File: config.mk
export PLATFORM = sky130hd
export DESIGN_NAME = jls_queue
export DESIGN_NICKNAME = d
export VERILOG_FILES = /design/src/jls_pkg.sv /design/src/jls_queue.sv
export SDC_FILE = /design/constraint.sdc
export NUM_CORES = 1
export LEC_CHECK = 0
export BUFFER_PORTS_ARGS = -buffer_cell sky130_fd_sc_hd__buf_2
export CAP_MARGIN = 0
export CORE_MARGIN = 3
export CORE_UTILIZATION = 50
export CTS_CLUSTER_SIZE = 14
export DETAILED_ROUTE_END_ITERATION = 8
export PLACE_DENSITY = 0.73
export REMOVE_ABC_BUFFERS = 1
export SYNTH_ARGS = -nofsm -noshare
export SYNTH_HDL_FRONTEND = slang
export SYNTH_SLANG_ARGS = --single-unit
File: constraint.sdc
create_clock -name clk -period 3.3 [get_ports clk]
set_input_delay 0 -clock clk [delete_from_list [all_inputs] [get_ports clk]]
set_output_delay 0 -clock clk [all_outputs]
set_load 0.1 [all_outputs]
File: src/jls_pkg.sv
package jls_pkg;

  localparam int MAX_WIDTH  = 1024;
  localparam int MAX_HEIGHT = 4096;
  localparam int VALUE_BITS = 32;

  localparam int COL_BITS      = $clog2(MAX_WIDTH);
  localparam int ROW_BITS      = $clog2(MAX_HEIGHT);
  localparam int WIDTH_BITS    = 11;
  localparam int HEIGHT_BITS   = 13;
  localparam int CHG_BITS      = VALUE_BITS - 1;
  localparam int SUM_BITS      = VALUE_BITS + 2;
  localparam int DIFF_BITS     = VALUE_BITS + 1;
  localparam int CFG_IDX_BITS  = 2;
  localparam int CFG_DATA_BITS = 13;

  localparam int QUEUE_DEPTH    = 4;
  localparam int QUEUE_PTR_BITS = $clog2(QUEUE_DEPTH);
  localparam int QUEUE_CNT_BITS = $clog2(QUEUE_DEPTH + 1);

  localparam logic [WIDTH_BITS-1:0]  MIN_W      = WIDTH_BITS'(3);
  localparam logic [WIDTH_BITS-1:0]  MAX_W      = WIDTH_BITS'(MAX_WIDTH);
  localparam logic [HEIGHT_BITS-1:0] MIN_H      = HEIGHT_BITS'(3);
  localparam logic [HEIGHT_BITS-1:0] MAX_H      = HEIGHT_BITS'(MAX_HEIGHT);
  localparam logic [WIDTH_BITS-1:0]  RESET_W    = WIDTH_BITS'(1024);
  localparam logic [HEIGHT_BITS-1:0] RESET_H    = HEIGHT_BITS'(1024);
  localparam logic [CHG_BITS-1:0]    CHG_MAX    = {CHG_BITS{1'b1}};

  typedef enum logic [CFG_IDX_BITS-1:0] {
    REG_GRID_WIDTH  = 2'd0,
    REG_GRID_HEIGHT = 2'd1
  } cfg_reg_e;

  typedef logic signed [VALUE_BITS-1:0] value_t;
  typedef logic [COL_BITS-1:0]          col_t;
  typedef logic [ROW_BITS-1:0]          row_t;
  typedef logic [CHG_BITS-1:0]          chg_t;

  typedef struct packed {
    value_t sample;
    logic   clr_max;
    col_t   col;
    row_t   row_out;
    logic   emit;
    logic   last;
  } jls_item_t;

endpackage

File: src/jls_queue.sv
module jls_queue (
  input  logic               clk,
  input  logic               rst,
  input  logic               push,
  input  jls_pkg::jls_item_t push_item,
  output logic               full,
  input  logic               pop,
  output logic               nonempty,
  output jls_pkg::jls_item_t head
);
  import jls_pkg::*;

  jls_item_t                 slots [QUEUE_DEPTH];
  logic [QUEUE_PTR_BITS-1:0] wr_ptr;
  logic [QUEUE_PTR_BITS-1:0] rd_ptr;
  logic [QUEUE_CNT_BITS-1:0] count;

  assign full     = (count == QUEUE_CNT_BITS'(QUEUE_DEPTH));
  assign nonempty = (count != '0);
  assign head     = slots[rd_ptr];

  always_ff @(posedge clk) begin
    if (push) begin
      slots[wr_ptr] <= push_item;
    end
    if (rst) begin
      wr_ptr <= '0;
      rd_ptr <= '0;
      count  <= '0;
    end else begin
      if (push) begin
        wr_ptr <= wr_ptr + QUEUE_PTR_BITS'(1);
      end
      if (pop) begin
        rd_ptr <= rd_ptr + QUEUE_PTR_BITS'(1);
      end
      if (push && !pop) begin
        count <= count + QUEUE_CNT_BITS'(1);
      end else if (pop && !push) begin
        count <= count - QUEUE_CNT_BITS'(1);
      end
    end
  end

  a_count_bound: assert property (@(posedge clk) disable iff (rst)
    count <= QUEUE_CNT_BITS'(QUEUE_DEPTH))
    else $error("queue occupancy beyond depth");

endmodule

==> results.txt <==
----------------------------------------------------
[Run status]
  Outcome ... completed

[Critical path]
  Required time of the critical path ... 3.30 ns
  Source of the worst register-to-register timing path ... wr_ptr[0]
  Instance count on the critical path ... 3
  Endpoint arrival time on the critical path ... 2.43 ns
  Buf/Inv on CP ... 2
  Worst setup EP type ... output pin
  Kind of start point of the critical path ... register
  Worst setup path category ... register to output pin
  Cells along the critical path ... buf_12 > mux4_2 > buf_2
  Master of the slowest instance on the critical path ... dfxtp_4
  Kind of cell adding the most delay to the critical path ... flip-flops
  Critical path fanouts, max ... 35
  Maximum cell stage delay along the critical path ... 0.66 ns
  Worst-case reg-to-reg path depth ... 3

[Clock tree]
  Number of buffers created by CTS ... 24
  Clock-pin slew on the worst setup and hold paths ... 0.06 ns
  Total of cells resized after clock tree synthesis ... 0
  H-tree depth ... 1
  Latest clock arrival within the worst-skew pair ... 0.50 ns
  Post-CTS Setup Inserts ... 0
  Maximum clock insertion buffer count ... 3
  Root Buffer Master ... clkbuf_16
  CTS tree ... built
  Clock sink total ... 237

[Hold path]
  Worst Hold Depth ... 2
  Hold wc startpoint ... push_item[10]
  Hold WC Path Type ... input pin to register

[STA]
  F_max ... 0.411 GHz
  Time the final worst path needs with I/O delays and setup ... 2.43 ns
  Fin Clk Skew ... 0.0154 ns
  Final Hold Slack ... 0.250 ns
  Setup repair after global routing missed its margin ... no
  Hold violation total from the final report ... 0
  Slew HR ... 41.0%
  Worst slew pin tran ... 0.885 ns
  Final count of pins violating max slew ... 0
  Total negative slack for setup checks ... 0 ns
  Share of the cycle needed by the critical path after routing ... 73.8%
  Setup-failing EPs final ... 0

[Routing]
  Routed wire length ... 15.0 mm
  Post-DR wirelength/cell ... 19.4 µm
  Via-to-Cell Ratio ... 5.29
  Number of DRC violations after detailed-routing iteration 0 ... 263
  Number of vias in the routed layout ... 4086
  Pre-Repair DR Iteration Count ... 4
  Final routed DRC violation total ... 0
  ANT nets after route ... 0

[Yosys]
  Post-synthesis sequential area ratio ... 81.2%
  Gate Count Post-Synth ... 341
  Post-Syn Area per Cell ... 25.4 µm²
  Total standard cell area after synthesis ... 0.00865 mm²
  Cell variety after synth ... 20
  Number of flip-flops and latches in the synthesized netlist ... 237
  Warnings, synthesis ... 0

[Power]
  Lkg Pwr ... 0.00371 µW
  Power per cell area ... 686 mW/mm²
  Design Power ... 7430 µW
  Peak supply drop ... 0.434 mV

[Placed design]
  Sum of net half-perimeters after detailed placement ... 8.42 mm
  Weighted congestion reported at the end of routability-driven placement ... 0.724
  Count of input and output buffers ... 119

[Final layout]
  Area growth from synthesis to layout ... 25.2%
  Proportion of layout cells with a drive suffix above 1 ... 39.2%
  Number of diodes added for antenna fixing ... 0
  Number of nets in the layout ... 603

[Global route]
  Grt total ovfl ... 0
  Number of antenna violations at the first check in global routing ... 0
  Wire length of the first global-routing pass ... 23.5 mm
  Total routing usage reported by global routing ... 16.3%
  Pin count of the biggest net entering global routing ... 58
  Vias in the first global route ... 4387

[Floorplan]
  Row count ... 47
  Die outline height ... 138 µm
  Die span in x ... 138 µm
  Core region area ... 0.0168 mm²
  Area enclosed by the die boundary ... 0.0189 mm²
  Initial Utilization ... 51.6%
  Top Ports ... 120

[Flow run]
  Max-capacitance violation count ... 0

----------------------------------------------------
==> final timing paths <==
kind	to	slack, ns
min	slots[2][10]	0.25
max	head[44]	0.87
max reg2reg	slots[0][29]	1.57
min reg2reg	count[2]	0.54
==> timing repair <==
item	in CTS	in global routing
endpoints found under the hold margin	237	0
setup endpoints to repair	0	0
hold buffers	61	0
==> cell usage after synthesis <==
cell        n  share of area [%]
edfxtp_1  228                 79
mux4_2     57                 15
dfxtp_1     9                2.1
nor2_1      7               0.30
ha_1        5               0.72
and2_1      4               0.29
buf_2       4               0.23
buf_6       4               0.52
inv_1       4               0.17
clkbuf_1    3               0.13
xor2_1      3               0.30
buf_4       2               0.17
mux2i_1     2               0.23
or3_1       2               0.14
xnor2_1     2               0.20
a21oi_1     1              0.058
fa_1        1               0.23
nand2_1     1              0.043
nor3b_1     1              0.087
o21ai_0     1              0.058
==> placed cells by master (no fill, tap or decap), drive strengths merged, types with 2 or more instances in the layout <==
cell type and instances:
and2 4, dlygate4sd3 61, nor2 7, or3 2, clkbuf 27, dfxtp 9, buf 121, xnor2 2
clkinvlp 2, ha 5, clkinv 13, edfxtp 228, inv 4, mux4 57, xor2 3, mux2i 2
==> power by group <==
| part | internal, µW | switching, µW | total, µW |
|---|---|---|---|
| Clock | 1450 | 1020 | 2470 |
| Sequential | 3460 | 65.1 | 3520 |
| Combinational | 337 | 1100 | 1440 |
==> per-layer routing <==
layer	track usage (%)	share of wire [%]
met5	0	0
met3	3.51	6.2
met2	26.3	49
met1	23.5	43
met4	3.44	1.0
==> metrics by stage <==
step | instances | utilization [%] | setup WS, ns | instance area (µm²)
2_1_floorplan | 328 | - | -0.0762 | 8560
3_3_place_gp | 669 | 56.6 | 1.33 | 9480
3_5_place_dp | 669 | 56.6 | 1.33 | 9480
4_1_cts | 773 | 64.6 | 0.780 | 10800
5_1_grt | 773 | 64.6 | 0.694 | 10800
6_report | 773 | 64.6 | 0.866 | 10800
==> cell families after synthesis <==
logic type,count (synthesis),share of synthesized area (%)
DFF,237,81.3
adders and majority gates,6,0.955
and+or+nand+nor,15,0.868
AOI/OAI and AO/OA,2,0.116
buffers and inverters,17,1.23
xor gates and xnor gates,5,0.506
muxes,59,15.1
==> registers in the layout, summed over array words and instances (netlist names), named ones only <==
| name | count |
|---|---|
| slots | 228 |
| count | 3 |
| rd_ptr | 2 |
| wr_ptr | 2 |
==> area by class of cell <==
cell class / instances / area [µm²]
fill: 1123 / 5930
clock buffer: 27 / 633
inverter: 4 / 15.0
sequential: 237 / 7030
tap: 220 / 275
clock inverter: 16 / 100
multi-input combinational: 87 / 1530
timing repair buffer: 182 / 1250
==> worst reg2reg max path, stage by stage (launching register included) <==
cell and delay (ns):
dfxtp_1 0.34, inv_1 0.10, ha_1 0.15, and2_4 0.70
(Power assumes the default switching activity.)
