$ cat src/jls_pkg.sv
package jls_pkg;

  localparam int MAX_WIDTH  = 1024;
  localparam int MAX_HEIGHT = 4096;
  localparam int VALUE_BITS = 32;

  localparam int COL_BITS      = $clog2(MAX_WIDTH);
  localparam int ROW_BITS      = $clog2(MAX_HEIGHT);
  localparam int WIDTH_BITS    = 11;
  localparam int HEIGHT_BITS   = 13;
  localparam int CHG_BITS      = VALUE_BITS - 1;
  localparam int SUM_BITS      = VALUE_BITS + 2;
  localparam int DIFF_BITS     = VALUE_BITS + 1;
  localparam int CFG_IDX_BITS  = 2;
  localparam int CFG_DATA_BITS = 13;

  localparam int QUEUE_DEPTH    = 4;
  localparam int QUEUE_PTR_BITS = $clog2(QUEUE_DEPTH);
  localparam int QUEUE_CNT_BITS = $clog2(QUEUE_DEPTH + 1);

  localparam logic [WIDTH_BITS-1:0]  MIN_W      = WIDTH_BITS'(3);
  localparam logic [WIDTH_BITS-1:0]  MAX_W      = WIDTH_BITS'(MAX_WIDTH);
  localparam logic [HEIGHT_BITS-1:0] MIN_H      = HEIGHT_BITS'(3);
  localparam logic [HEIGHT_BITS-1:0] MAX_H      = HEIGHT_BITS'(MAX_HEIGHT);
  localparam logic [WIDTH_BITS-1:0]  RESET_W    = WIDTH_BITS'(1024);
  localparam logic [HEIGHT_BITS-1:0] RESET_H    = HEIGHT_BITS'(1024);
  localparam logic [CHG_BITS-1:0]    CHG_MAX    = {CHG_BITS{1'b1}};

  typedef enum logic [CFG_IDX_BITS-1:0] {
    REG_GRID_WIDTH  = 2'd0,
    REG_GRID_HEIGHT = 2'd1
  } cfg_reg_e;

  typedef logic signed [VALUE_BITS-1:0] value_t;
  typedef logic [COL_BITS-1:0]          col_t;
  typedef logic [ROW_BITS-1:0]          row_t;
  typedef logic [CHG_BITS-1:0]          chg_t;

  typedef struct packed {
    value_t sample;
    logic   clr_max;
    col_t   col;
    row_t   row_out;
    logic   emit;
    logic   last;
  } jls_item_t;

endpackage

$ cat src/jls_in_if.sv
interface jls_in_if;
  import jls_pkg::*;

  logic   valid;
  logic   ready;
  value_t sample_value;
  logic   frame_start;

  modport source (output valid, sample_value, frame_start, input ready);
  modport sink   (input valid, sample_value, frame_start, output ready);
endinterface

$ cat src/jls_front.sv
module jls_front (
  input  logic                           clk,
  input  logic                           rst,
  jls_in_if.sink                         samples,
  input  logic [jls_pkg::WIDTH_BITS-1:0]  grid_width,
  input  logic [jls_pkg::HEIGHT_BITS-1:0] grid_height,
  input  logic                           q_full,
  output logic                           push,
  output jls_pkg::jls_item_t             item
);
  import jls_pkg::*;

  col_t                   col_cnt;
  row_t                   row_cnt;
  col_t                   col_cnt_next;
  row_t                   row_cnt_next;
  logic [WIDTH_BITS-1:0]  w;
  logic [HEIGHT_BITS-1:0] h;
  col_t                   c_raw;
  row_t                   r_raw;
  col_t                   c;
  row_t                   r;
  logic [WIDTH_BITS-1:0]  c_ext;
  logic [HEIGHT_BITS-1:0] r_ext;

  assign samples.ready = !q_full;
  assign push          = samples.valid && !q_full;

  always_comb begin
    if (grid_width < MIN_W) begin
      w = MIN_W;
    end else if (grid_width > MAX_W) begin
      w = MAX_W;
    end else begin
      w = grid_width;
    end
    if (grid_height < MIN_H) begin
      h = MIN_H;
    end else if (grid_height > MAX_H) begin
      h = MAX_H;
    end else begin
      h = grid_height;
    end

    c_raw = samples.frame_start ? '0 : col_cnt;
    r_raw = samples.frame_start ? '0 : row_cnt;
    c = ({1'b0, c_raw} >= w) ? COL_BITS'(w - WIDTH_BITS'(1)) : c_raw;
    r = ({1'b0, r_raw} >= h) ? ROW_BITS'(h - HEIGHT_BITS'(1)) : r_raw;
    c_ext = {1'b0, c};
    r_ext = {1'b0, r};

    item.sample  = samples.sample_value;
    item.clr_max = samples.frame_start;
    item.col     = c;
    item.row_out = r - ROW_BITS'(1);
    item.emit    = (r >= ROW_BITS'(2)) && (c != '0) && (c_ext + WIDTH_BITS'(2) <= w);
    item.last    = (r_ext - HEIGHT_BITS'(1) == h - HEIGHT_BITS'(2))
                   && (c_ext == w - WIDTH_BITS'(2));

    // wrap at the end of a row and at the end of the grid
    if (c_ext + WIDTH_BITS'(1) >= w) begin
      col_cnt_next = '0;
      row_cnt_next = (r_ext + HEIGHT_BITS'(1) >= h) ? '0 : r + ROW_BITS'(1);
    end else begin
      col_cnt_next = c + COL_BITS'(1);
      row_cnt_next = r;
    end
  end

  always_ff @(posedge clk) begin
    if (rst) begin
      col_cnt <= '0;
      row_cnt <= '0;
    end else if (push) begin
      col_cnt <= col_cnt_next;
      row_cnt <= row_cnt_next;
    end
  end

  a_emit_interior: assert property (@(posedge clk) disable iff (rst)
    push && item.emit |-> item.col != '0 && item.row_out != '0)
    else $error("interior result classified on a boundary cell");

endmodule

$ cat src/flat_wrapper.sv
// flat-port wrapper written by rule: the top's interface ports become plain ports
module jls_front_flat import jls_pkg::*;
  (clk, rst, grid_width, grid_height, q_full, push, item, samples_valid, samples_sample_value, samples_frame_start, samples_ready);
  jls_in_if samples_i ();
  input  logic clk;
  input  logic rst;
  input  logic [jls_pkg::WIDTH_BITS-1:0] grid_width;
  input  logic [jls_pkg::HEIGHT_BITS-1:0] grid_height;
  input  logic q_full;
  output logic push;
  output jls_pkg::jls_item_t item;
  input wire logic [$bits(samples_i.valid)-1:0] samples_valid;
  input wire logic [$bits(samples_i.sample_value)-1:0] samples_sample_value;
  input wire logic [$bits(samples_i.frame_start)-1:0] samples_frame_start;
  output wire logic [$bits(samples_i.ready)-1:0] samples_ready;
  assign samples_i.valid = samples_valid;
  assign samples_i.sample_value = samples_sample_value;
  assign samples_i.frame_start = samples_frame_start;
  assign samples_ready = samples_i.ready;
  jls_front u_core (.clk(clk), .rst(rst), .samples(samples_i), .grid_width(grid_width), .grid_height(grid_height), .q_full(q_full), .push(push), .item(item));
endmodule
$ cat config.mk
export PLATFORM = sky130hd
export DESIGN_NAME = jls_front_flat
export DESIGN_NICKNAME = d
export VERILOG_FILES = /design/src/jls_pkg.sv /design/src/jls_in_if.sv /design/src/jls_front.sv /design/src/flat_wrapper.sv
export SDC_FILE = /design/constraint.sdc
export NUM_CORES = 1
export LEC_CHECK = 0
export ABC_AREA = 0
export BUFFER_PORTS_ARGS = -buffer_cell sky130_fd_sc_hd__buf_2
export CAP_MARGIN = 10
export CORE_MARGIN = 4
export CORE_UTILIZATION = 40
export CTS_CLUSTER_DIAMETER = 80
export DETAILED_ROUTE_END_ITERATION = 8
export PLACE_DENSITY = 0.75
export SLEW_MARGIN = 20
export SYNTH_ARGS = -nofsm -noshare
export SYNTH_HDL_FRONTEND = slang
export SYNTH_SLANG_ARGS = --single-unit
export TNS_END_PERCENT = 20
$ cat constraint.sdc
create_clock -name clk -period 5.5 [get_ports clk]
set_input_delay 0.275 -clock clk [delete_from_list [all_inputs] [get_ports clk]]
set_output_delay 0.275 -clock clk [all_outputs]
set_load 0.01 [all_outputs]
==> metrics.md, run 1 <==
| Metric | Value |
|---|---|
| Fin. Hold Viols | `0` |
| Max-slew headroom at the worst pin | `0.355` |
| Number of synthesized flops with an enable pin | `0` |
| Die W | `121 um` |
| Period minus WS final | `5.19 ns` |
| Post-CTS Setup Bufs | `0` |
| Hold crit path type | `in -> reg` |
| Crit path kind | `in -> out` |
| Setup crit end kind | `output port` |
| Largest net degree at the start of global routing | `27` |
| Core Area | `12200 um2` |
| Gr busiest metal | `met2` |
| Cell area after synthesis | `5080 um2` |
| M1 GR Usage | `0.289` |
| Placed cell areas | `5720 um2` |
| Starting Density | `0.416` |
| Root buf cell | `clkbuf_16` |
| Setup WS post-layout | `0.306 ns` |
| Final setup violation count | `0` |
| Grt total ovfl | `0` |
| Period utilisation layout | `0.944` |
| Maximum VDD drop | `0.000122 V` |
| Worst setup SP type | `primary input` |
| Synth Net Count | `820` |
| P_leak | `2.57 nW` |
| Worst slew pin tran | `0.965 ns` |
| Die area | `14600 um2` |
| WHS | `0.447 ns` |
| Status | `finished, final reports clean` |
| Final Non-Filler Cells | `916` |
| Synth cell count leaders | `67 x ha_1, 61 x nand2_1, 59 x nor2_1` |
| Footprint of the multi-input gates | `4250 um2` |
| Leading area contributor after synthesis | `ha_1` |
| H-tree levels | `1` |
| Top-level port count | `120` |
| Top cells by area, synth | `ha_1 17%, xnor2_1 8.8%, dfxtp_1 8.7%, buf_4 4.9%, nand2_1 4.5%` |
| CP max FO | `21` |
| Rows | `40` |
| CTS tree | `yes` |
| Most numerous cell in the Yosys netlist | `ha_1` |
| GRT Total Usage | `0.203` |
| Drc violations | `0` |
| Synth Area in Simple Gates | `0.281` |
| Clock slew at reported path FFs | `0.06 ns` |
| Final design utilization | `0.478` |
| Mapped Cells | `692` |
| Met3 usage | `0.0318` |
| Storage element area | `440 um2` |
| Met2 GRT Util | `0.321` |
| Setup TNS Final | `0 ns` |
| Vias | `5299` |
| Clock sink count | `22` |
| Layout Nets | `878` |
| Post-synthesis compound-gate area fraction | `0.197` |
| Fraction of layout cells with a size suffix above 1 | `0.207` |
| HPWL after DPL | `12.3 mm` |
| Seq/Total Area, Yosys | `0.0867` |
| Mux share of post-synthesis cell area | `0.0461` |
| Arrival time at the worst endpoint | `4.92 ns` |
| Clk buf depth | `2` |
| Vias in the first global route | `4986` |
| Largest family of logic cells by synthesized area | `simple AND/OR/NAND/NOR gates` |
| Per-cell routed wire length | `16.4 um` |
| Post-Synth Adder-Cell Area | `0.165` |
| # diodes | `0` |
| Peak Freq | `0.193 GHz` |
| Share of the synthesized area in the top cell type | `0.165` |
| Power Total | `0.671 mW` |
| Detailed-router iteration count before antenna repair | `5` |
| Fill cell count | `1226` |
| Synthesized flop and latch total | `22` |
| Remaining antenna violation count after routing | `0` |
| Max Cap Viol | `0` |
| PwrDens | `115 nW/um2` |
| Yosys warnings | `0` |
| First-pass GRT wire length | `24.7 mm` |
| Setup WS pre-CTS | `-0.172 ns` |
| Post-synth ARST share | `0` |
| Synth Flop Type | `dfxtp_1` |
| Area delta synth->final | `14.9%` |
| Final GP Congestion | `0.994` |
| Post-Route WL | `15.1 mm` |
| Placed Instances | `913` |
| Cts bufs inserted | `3` |
| Die Ht | `121 um` |
| Final Skew | `0.00306 ns` |
| Cell variety after synth | `74` |
| Req. time, crit path | `5.22 ns` |
| DR vias/cell | `5.78` |
| Initial antenna violation count | `0` |
| 1st-iter DRT viols | `531` |
| Clk_lat worst skew | `0.25 ns` |
| Slew Limit Fails | `0` |
| Post-Synth XOR/XNOR Area | `0.127` |
| Design area | `5830 um2` |
| Mapped Avg Cell Area | `7.34 um2` |
| Port buffer count | `55` |
flip-flops by register name (all words and copies together), names as in the netlist:
signal	flops
u_core.row_cnt	12
u_core.col_cnt	10
cell families after synthesis:
kind of cell               count (synthesis)
muxes                                     22
and+or+nand+nor                          271
buffers and inverters                     93
adders and majority gates                 67
xor gates and xnor gates                  73
AOI/OAI and AO/OA                        144
DFF                                       22
routing by layer:
layer  vias to the layer above  part of all wire
met3                        45             0.074
met2                       237              0.44
li1                       2588                 -
met1                      2429              0.46
met5                         -                 0
met4                         0             0.028
where the power goes:
group          internal (mW)  switching (mW)  total (mW)
registers              0.161        0.000960       0.162
clock network         0.0961          0.0582       0.154
logic                  0.151           0.203       0.355
total                  0.409           0.263       0.671
critical path, cell delays in order:
cell and delay [ns]:
buf_2 0.36, nand2b_1 0.20, inv_1 0.07, ha_1 0.32, and4_1 0.21, and2_1 0.18, nand3_1 0.16, a32oi_4 0.34
nor2_1 0.09, a21oi_2 0.14, buf_4 0.15, ha_1 0.21, or4b_1 0.44, mux2_4 0.32, nor3_4 0.15, a21boi_4 0.22
xnor2_2 0.17, xnor2_1 0.10, or3_1 0.36, a221oi_2 0.25, buf_2 0.17
layout make-up:
cell class / count / share of cell area
Clock buffer: 3 / 0.0129
Inverter: 29 / 0.0193
Multi-Input combinational cell: 577 / 0.729
Sequential cell: 22 / 0.0755
Tap cell: 168 / 0.0360
Timing Repair Buffer: 117 / 0.127
worst paths after layout:
check	start	endpoint	slack (ns)	cells past startpoint
setup / recovery	samples_frame_start	item[0]	0.31	21
hold / removal	rst	u_core.col_cnt[6]	0.45	2
setup reg to reg	u_core.col_cnt[6]	u_core.row_cnt[4]	0.57	21
hold reg to reg	u_core.col_cnt[1]	u_core.col_cnt[1]	0.46	2
cells in the final DEF, fill, tap and decap left out, types with 21 or more instances in the layout:
master and count:
ha_1 67, buf_4 62, nand2_1 61, nor2_1 58
buf_2 55, xnor2_1 51, a21oi_1 30, nor2b_1 29
nand3_1 29, inv_1 27, dfxtp_1 22, xor2_1 21
what timing repair did:
action,CTS,global route
endpoints found under the setup margin,0,23
hold buffers,0,0
gates resized for setup,0,9
Power figures use the tool's default switching activity.
==> run 2, diff against run 1 <==
- PLACE_DENSITY: 0.75 -> 0.72
- clock period: 5.5 -> 5.3 ns (I/O delays scaled with it)
==> metrics.md, run 2 (same netlist as run 1, synthesis figures left out) <==
| Metric | Value |
|---|---|
| Starting Density | `0.416` |
| WHS | `0.424 ns` |
| Hold-fix buffers, CTS | `0` |
| P_leak | `2.84 nW` |
| Setup crit end kind | `output port` |
| Maximum VDD drop | `0.000130 V` |
| Worst R2R Start | `u_core.col_cnt[5]` |
| Largest net degree at the start of global routing | `27` |
| Die Ht | `121 um` |
| Die area | `14600 um2` |
| Port buffer count | `55` |
| Fin. Hold Viols | `0` |
| Layout Nets | `929` |
| Clock slew at reported path FFs | `0.06 ns` |
| Design area | `6270 um2` |
| Detailed-router iteration count before antenna repair | `6` |
| Final GP Congestion | `0.990` |
| Clock sink count | `22` |
| Vias | `5437` |
| Worst setup SP type | `primary input` |
| Placed cell areas | `6060 um2` |
| Top-level port count | `120` |
| First-pass GRT wire length | `25.1 mm` |
| Fraction of layout cells with a size suffix above 1 | `0.270` |
| Core Area | `12200 um2` |
| Rows | `40` |
| Initial antenna violation count | `0` |
| Remaining antenna violation count after routing | `0` |
| Max-slew headroom at the worst pin | `0.638` |
| Status | `finished, final reports clean` |
| HPWL after DPL | `12.8 mm` |
| Die W | `121 um` |
| Period minus WS final | `5.03 ns` |
| Top reg by flops | `u_core.row_cnt` |
| # diodes | `0` |
| Commonest non-fill, non-tap cell in the layout | `buf_4` |
| Peak Freq | `0.199 GHz` |
| CTS tree | `yes` |
| Crit path kind | `in -> out` |
| Period utilisation layout | `0.949` |
| Setup WS post-layout | `0.270 ns` |
| Critical path origin | `grid_height[8]` |
| Clk buf depth | `2` |
| Req. time, crit path | `5.04 ns` |
| R2r setup slk | `0.45 ns` |
| Final Skew | `0.00286 ns` |
| Reg-to-Reg End | `u_core.row_cnt[4]` |
| Clk_lat worst skew | `0.25 ns` |
| Hold Path Stages | `2` |
| DR vias/cell | `5.62` |
| FF-to-FF path depth | `24` |
| Per-cell routed wire length | `16.1 um` |
| Setup WS pre-CTS | `-0.0679 ns` |
| Grt total ovfl | `0` |
| Worst slew pin tran | `0.540 ns` |
| Max Cap Viol | `0` |
| Hold crit path type | `in -> reg` |
| Cts bufs inserted | `3` |
| Post-Route WL | `15.6 mm` |
| Area delta synth->final | `23.6%` |
| Final setup violation count | `0` |
| Top flop regs | `u_core.row_cnt: 12 flops, u_core.col_cnt: 10 flops` |
| Commonest cells after routing, fill and taps aside | `112 x buf_4, 66 x ha_1, 61 x nand2_1, 57 x nor2_1, 54 x buf_2` |
| Vias in the first global route | `5144` |
| Root buf cell | `clkbuf_16` |
| Crit path capture | `item[0]` |
| CP max FO | `5` |
| 1st-iter DRT viols | `303` |
| PwrDens | `117 nW/um2` |
| Drc violations | `0` |
| H-tree levels | `1` |
| Arrival time at the worst endpoint | `4.77 ns` |
| GRT Total Usage | `0.208` |
| Max reg flops | `12` |
| Slew Limit Fails | `0` |
run 2: cell types whose count changed in the layout (fill, tap and decap cells not counted), sizes merged:
cell,previous run,this run
clkbuf,3,5
inv,27,28
clkinvlp,1,0
buf,117,167
run 2: timing repair:
| item | in CTS | in global routing |
|---|---|---|
| endpoints found under the setup margin | 0 | 22 |
| setup buffers | 0 | 8 |
| gates resized for setup | 0 | 19 |
run 2: final cells by class:
cell class	count	area [um2]
clock buffers	4	88.8
fillers	1216	5940
inverters	29	109
multi-input cells	577	4300
flip-flops and latches	22	440
well taps	168	210
repair buffers	168	1130
run 2: where the power goes:
group	internal [mW]	total [mW]	leakage [nW]	switching, mW
Combinational	0.174	0.392	2.61	0.218
Sequential	0.167	0.168	0.177	0.000996
Clock	0.115	0.175	0.0442	0.0598
Total	0.457	0.735	2.84	0.279
run 2: worst min-delay path by stage:
| stage | startpoint | to | slack [ns] |
|---|---|---|---|
| 2_1_floorplan | rst | u_core.row_cnt[1] | 0.33 |
| 3_3_place_gp | u_core.col_cnt[1] | u_core.col_cnt[1] | 0.44 |
| 3_5_place_dp | u_core.col_cnt[1] | u_core.col_cnt[1] | 0.44 |
| 4_1_cts | rst | u_core.row_cnt[2] | 0.42 |
| 5_1_grt | rst | u_core.row_cnt[4] | 0.44 |
| 6_report | rst | u_core.col_cnt[5] | 0.42 |
run 2: metal layers:
metal	up-vias	share of wire	track usage
met1	2510	0.44	0.287
li1	2685	-	-
met4	0	0.023	0.0489
met5	-	0	0
met3	35	0.076	0.0332
met2	207	0.46	0.340
run 2: worst max-delay path, stage by stage:
cell and delay (ns):
buf_2 0.12, nor4_4 0.30, buf_4 0.18, a31oi_2 0.13
nor2_2 0.18, ha_1 0.15, nand3_1 0.08, o21ai_1 0.16
nand3_2 0.14, a32oi_4 0.33, nor2_1 0.08, a21oi_2 0.12
buf_4 0.15, ha_1 0.17, or4b_1 0.44, mux2_4 0.32
nor3_4 0.14, a21boi_4 0.22, xnor2_2 0.17, xnor2_1 0.10
or3_1 0.38, a221oi_2 0.25, buf_2 0.17
run 2: through the flow:
step	power, mW	std cells	setup TNS (ns)	util
finish	0.735	968	0	0.514
detailed placement	0.550	956	-0.308	0.496
CTS	0.727	960	0	0.503
floorplan	0.441	692	0	-
global placement	0.547	956	0	0.496
global route	0.786	968	-0.0354	0.514
==> run 3, diff against run 2 <==
- PLACE_DENSITY: 0.72 -> 0.66
==> metrics.md, run 3 (same netlist as run 1, synthesis figures left out) <==
| Metric | Value |
|---|---|
| Power Total | `0.791 mW` |
| Maximum VDD drop | `0.000143 V` |
| CP max FO | `4` |
| Vias in the first global route | `5279` |
| Crit path kind | `in -> out` |
| Slew Limit Fails | `0` |
| Post-Route M1 WL | `7.65 mm` |
| Req. time, crit path | `5.04 ns` |
| Worst setup SP type | `primary input` |
| Die Ht | `121 um` |
| Worst slew pin tran | `0.735 ns` |
| Slowest cell on crit path | `or4b_1` |
| Starting Density | `0.416` |
| Setup crit end kind | `output port` |
| PwrDens | `122 nW/um2` |
| H-tree levels | `1` |
| Rows | `40` |
| Placed Instances | `960` |
| Period utilisation layout | `0.980` |
| Clk_lat worst skew | `0.25 ns` |
| 1st-iter DRT viols | `572` |
| Arrival time at the worst endpoint | `4.93 ns` |
| Grt total ovfl | `0` |
| CP max stage delay | `0.45 ns` |
| Final design utilization | `0.530` |
| Final Skew | `0.00421 ns` |
| Vias | `5550` |
| Final Non-Filler Cells | `976` |
| Setup TNS Final | `0 ns` |
| Fin. Hold Viols | `0` |
| CTS tree | `yes` |
| Status | `finished, final reports clean` |
| Fill cell count | `1167` |
| Layout Nets | `937` |
| Max Cap Viol | `0` |
| Peak Freq | `0.192 GHz` |
| Critical-path cell list | `buf_2 > nor4_4 > and3_4 > o21ai_2 > ha_4 > nand3b_1 > nand2_1 > nand3_2 > a32oi_4 > nor2_1 > a21oi_2 > buf_6 > ha_4 > or4b_1 > mux2_4 > nor3_4 > a21boi_4 > xnor2_4 > xnor2_1 > or3_1 > a221oi_2 > buf_2` |
| Drc violations | `0` |
| Die W | `121 um` |
| First-pass GRT wire length | `26.7 mm` |
| Root buf cell | `clkbuf_16` |
| Top reg by flops | `u_core.row_cnt` |
| Max-slew headroom at the worst pin | `0.507` |
| Period minus WS final | `5.20 ns` |
| WHS | `0.412 ns` |
| Initial antenna violation count | `0` |
| Uppermost layer routed | `met4` |
| Die area | `14600 um2` |
| DR vias/cell | `5.69` |
| Top flop regs | `u_core.row_cnt: 12 flops, u_core.col_cnt: 10 flops` |
| Final GP Congestion | `0.974` |
| Remaining antenna violation count after routing | `0` |
| GRT Total Usage | `0.222` |
| Top-level port count | `120` |
| P_leak | `2.91 nW` |
| Max reg flops | `12` |
| Area delta synth->final | `27.5%` |
| Met2 wire length | `7.77 mm` |
| # diodes | `0` |
| Core Area | `12200 um2` |
| Met3 wire len | `1.30 mm` |
| Detailed-router iteration count before antenna repair | `5` |
| Port buffer count | `55` |
| Clock sink count | `22` |
| Clock slew at reported path FFs | `0.06 ns` |
| Fraction of layout cells with a size suffix above 1 | `0.293` |
| HPWL after DPL | `14.1 mm` |
| Final setup violation count | `0` |
| Commonest non-fill, non-tap cell in the layout | `buf_4` |
| Commonest cells after routing, fill and taps aside | `116 x buf_4, 63 x ha_1, 61 x nand2_1, 57 x nor2_1, 54 x buf_2` |
| Largest net degree at the start of global routing | `27` |
| Cts bufs inserted | `3` |
| Hold-fix buffers, CTS | `0` |
| Per-cell routed wire length | `17.4 um` |
| Hold crit path type | `in -> reg` |
| Clk buf depth | `2` |
| Post-Route WL | `17.0 mm` |
run 3: final timing paths:
path / start / endpoint / depth (start not counted) / slack (ns)
worst max-delay path: grid_height[2] / item[0] / 22 / 0.10
worst min-delay path: rst / u_core.col_cnt[2] / 2 / 0.41
worst max register to register: u_core.row_cnt[8] / u_core.row_cnt[3] / 29 / 0.38
worst min register to register: u_core.col_cnt[1] / u_core.col_cnt[1] / 2 / 0.45
run 3: what timing repair did:
| action | CTS | global route |
|---|---|---|
| gates resized for setup | 3 | 37 |
| pin swaps | 2 | 22 |
| cloned | 0 | 0 |
| endpoints found under the setup margin | 1 | 21 |
| buffers inserted | 2 | 10 |
run 3: stage by stage:
| step | setup slack [ns] | cell area (um2) |
|---|---|---|
| floorplan | 0.00176 | 5200 |
| finish | 0.105 | 6470 |
| detailed placement | -0.177 | 6090 |
| CTS | 0.0411 | 6210 |
| global route | -0.0594 | 6470 |
| global placement | 0.0431 | 6090 |
run 3: per-layer routing:
layer	GRT usage	vias to the layer above
met1	0.318	2643
met3	0.0327	22
met4	0.0361	0
met5	0	-
met2	0.359	189
li1	-	2696
run 3: report_power, final:
group          internal, mW  switching, mW
logic                 0.186          0.229
clock network         0.150         0.0583
registers             0.167        0.00105
run 3: area by class of cell:
type	count	area [um2]	area share
Multi-Input combinational cell	577	4400	0.679
Timing Repair Buffer	176	1210	0.187
Sequential cell	22	440	0.0680
Tap cell	168	210	0.0325
Inverter	29	113	0.0174
Clock buffer	3	75.1	0.0116
Clock inverter	1	30.0	0.00464
run 3: critical path: cells and delay by family:
family | cells | cell delay [ns]
muxes | 1 | 0.32
buffers and inverters | 3 | 0.44
AOI/OAI and AO/OA | 5 | 1.14
xor gates and xnor gates | 2 | 0.26
adders and majority gates | 2 | 0.44
and+or+nand+nor | 9 | 2.05
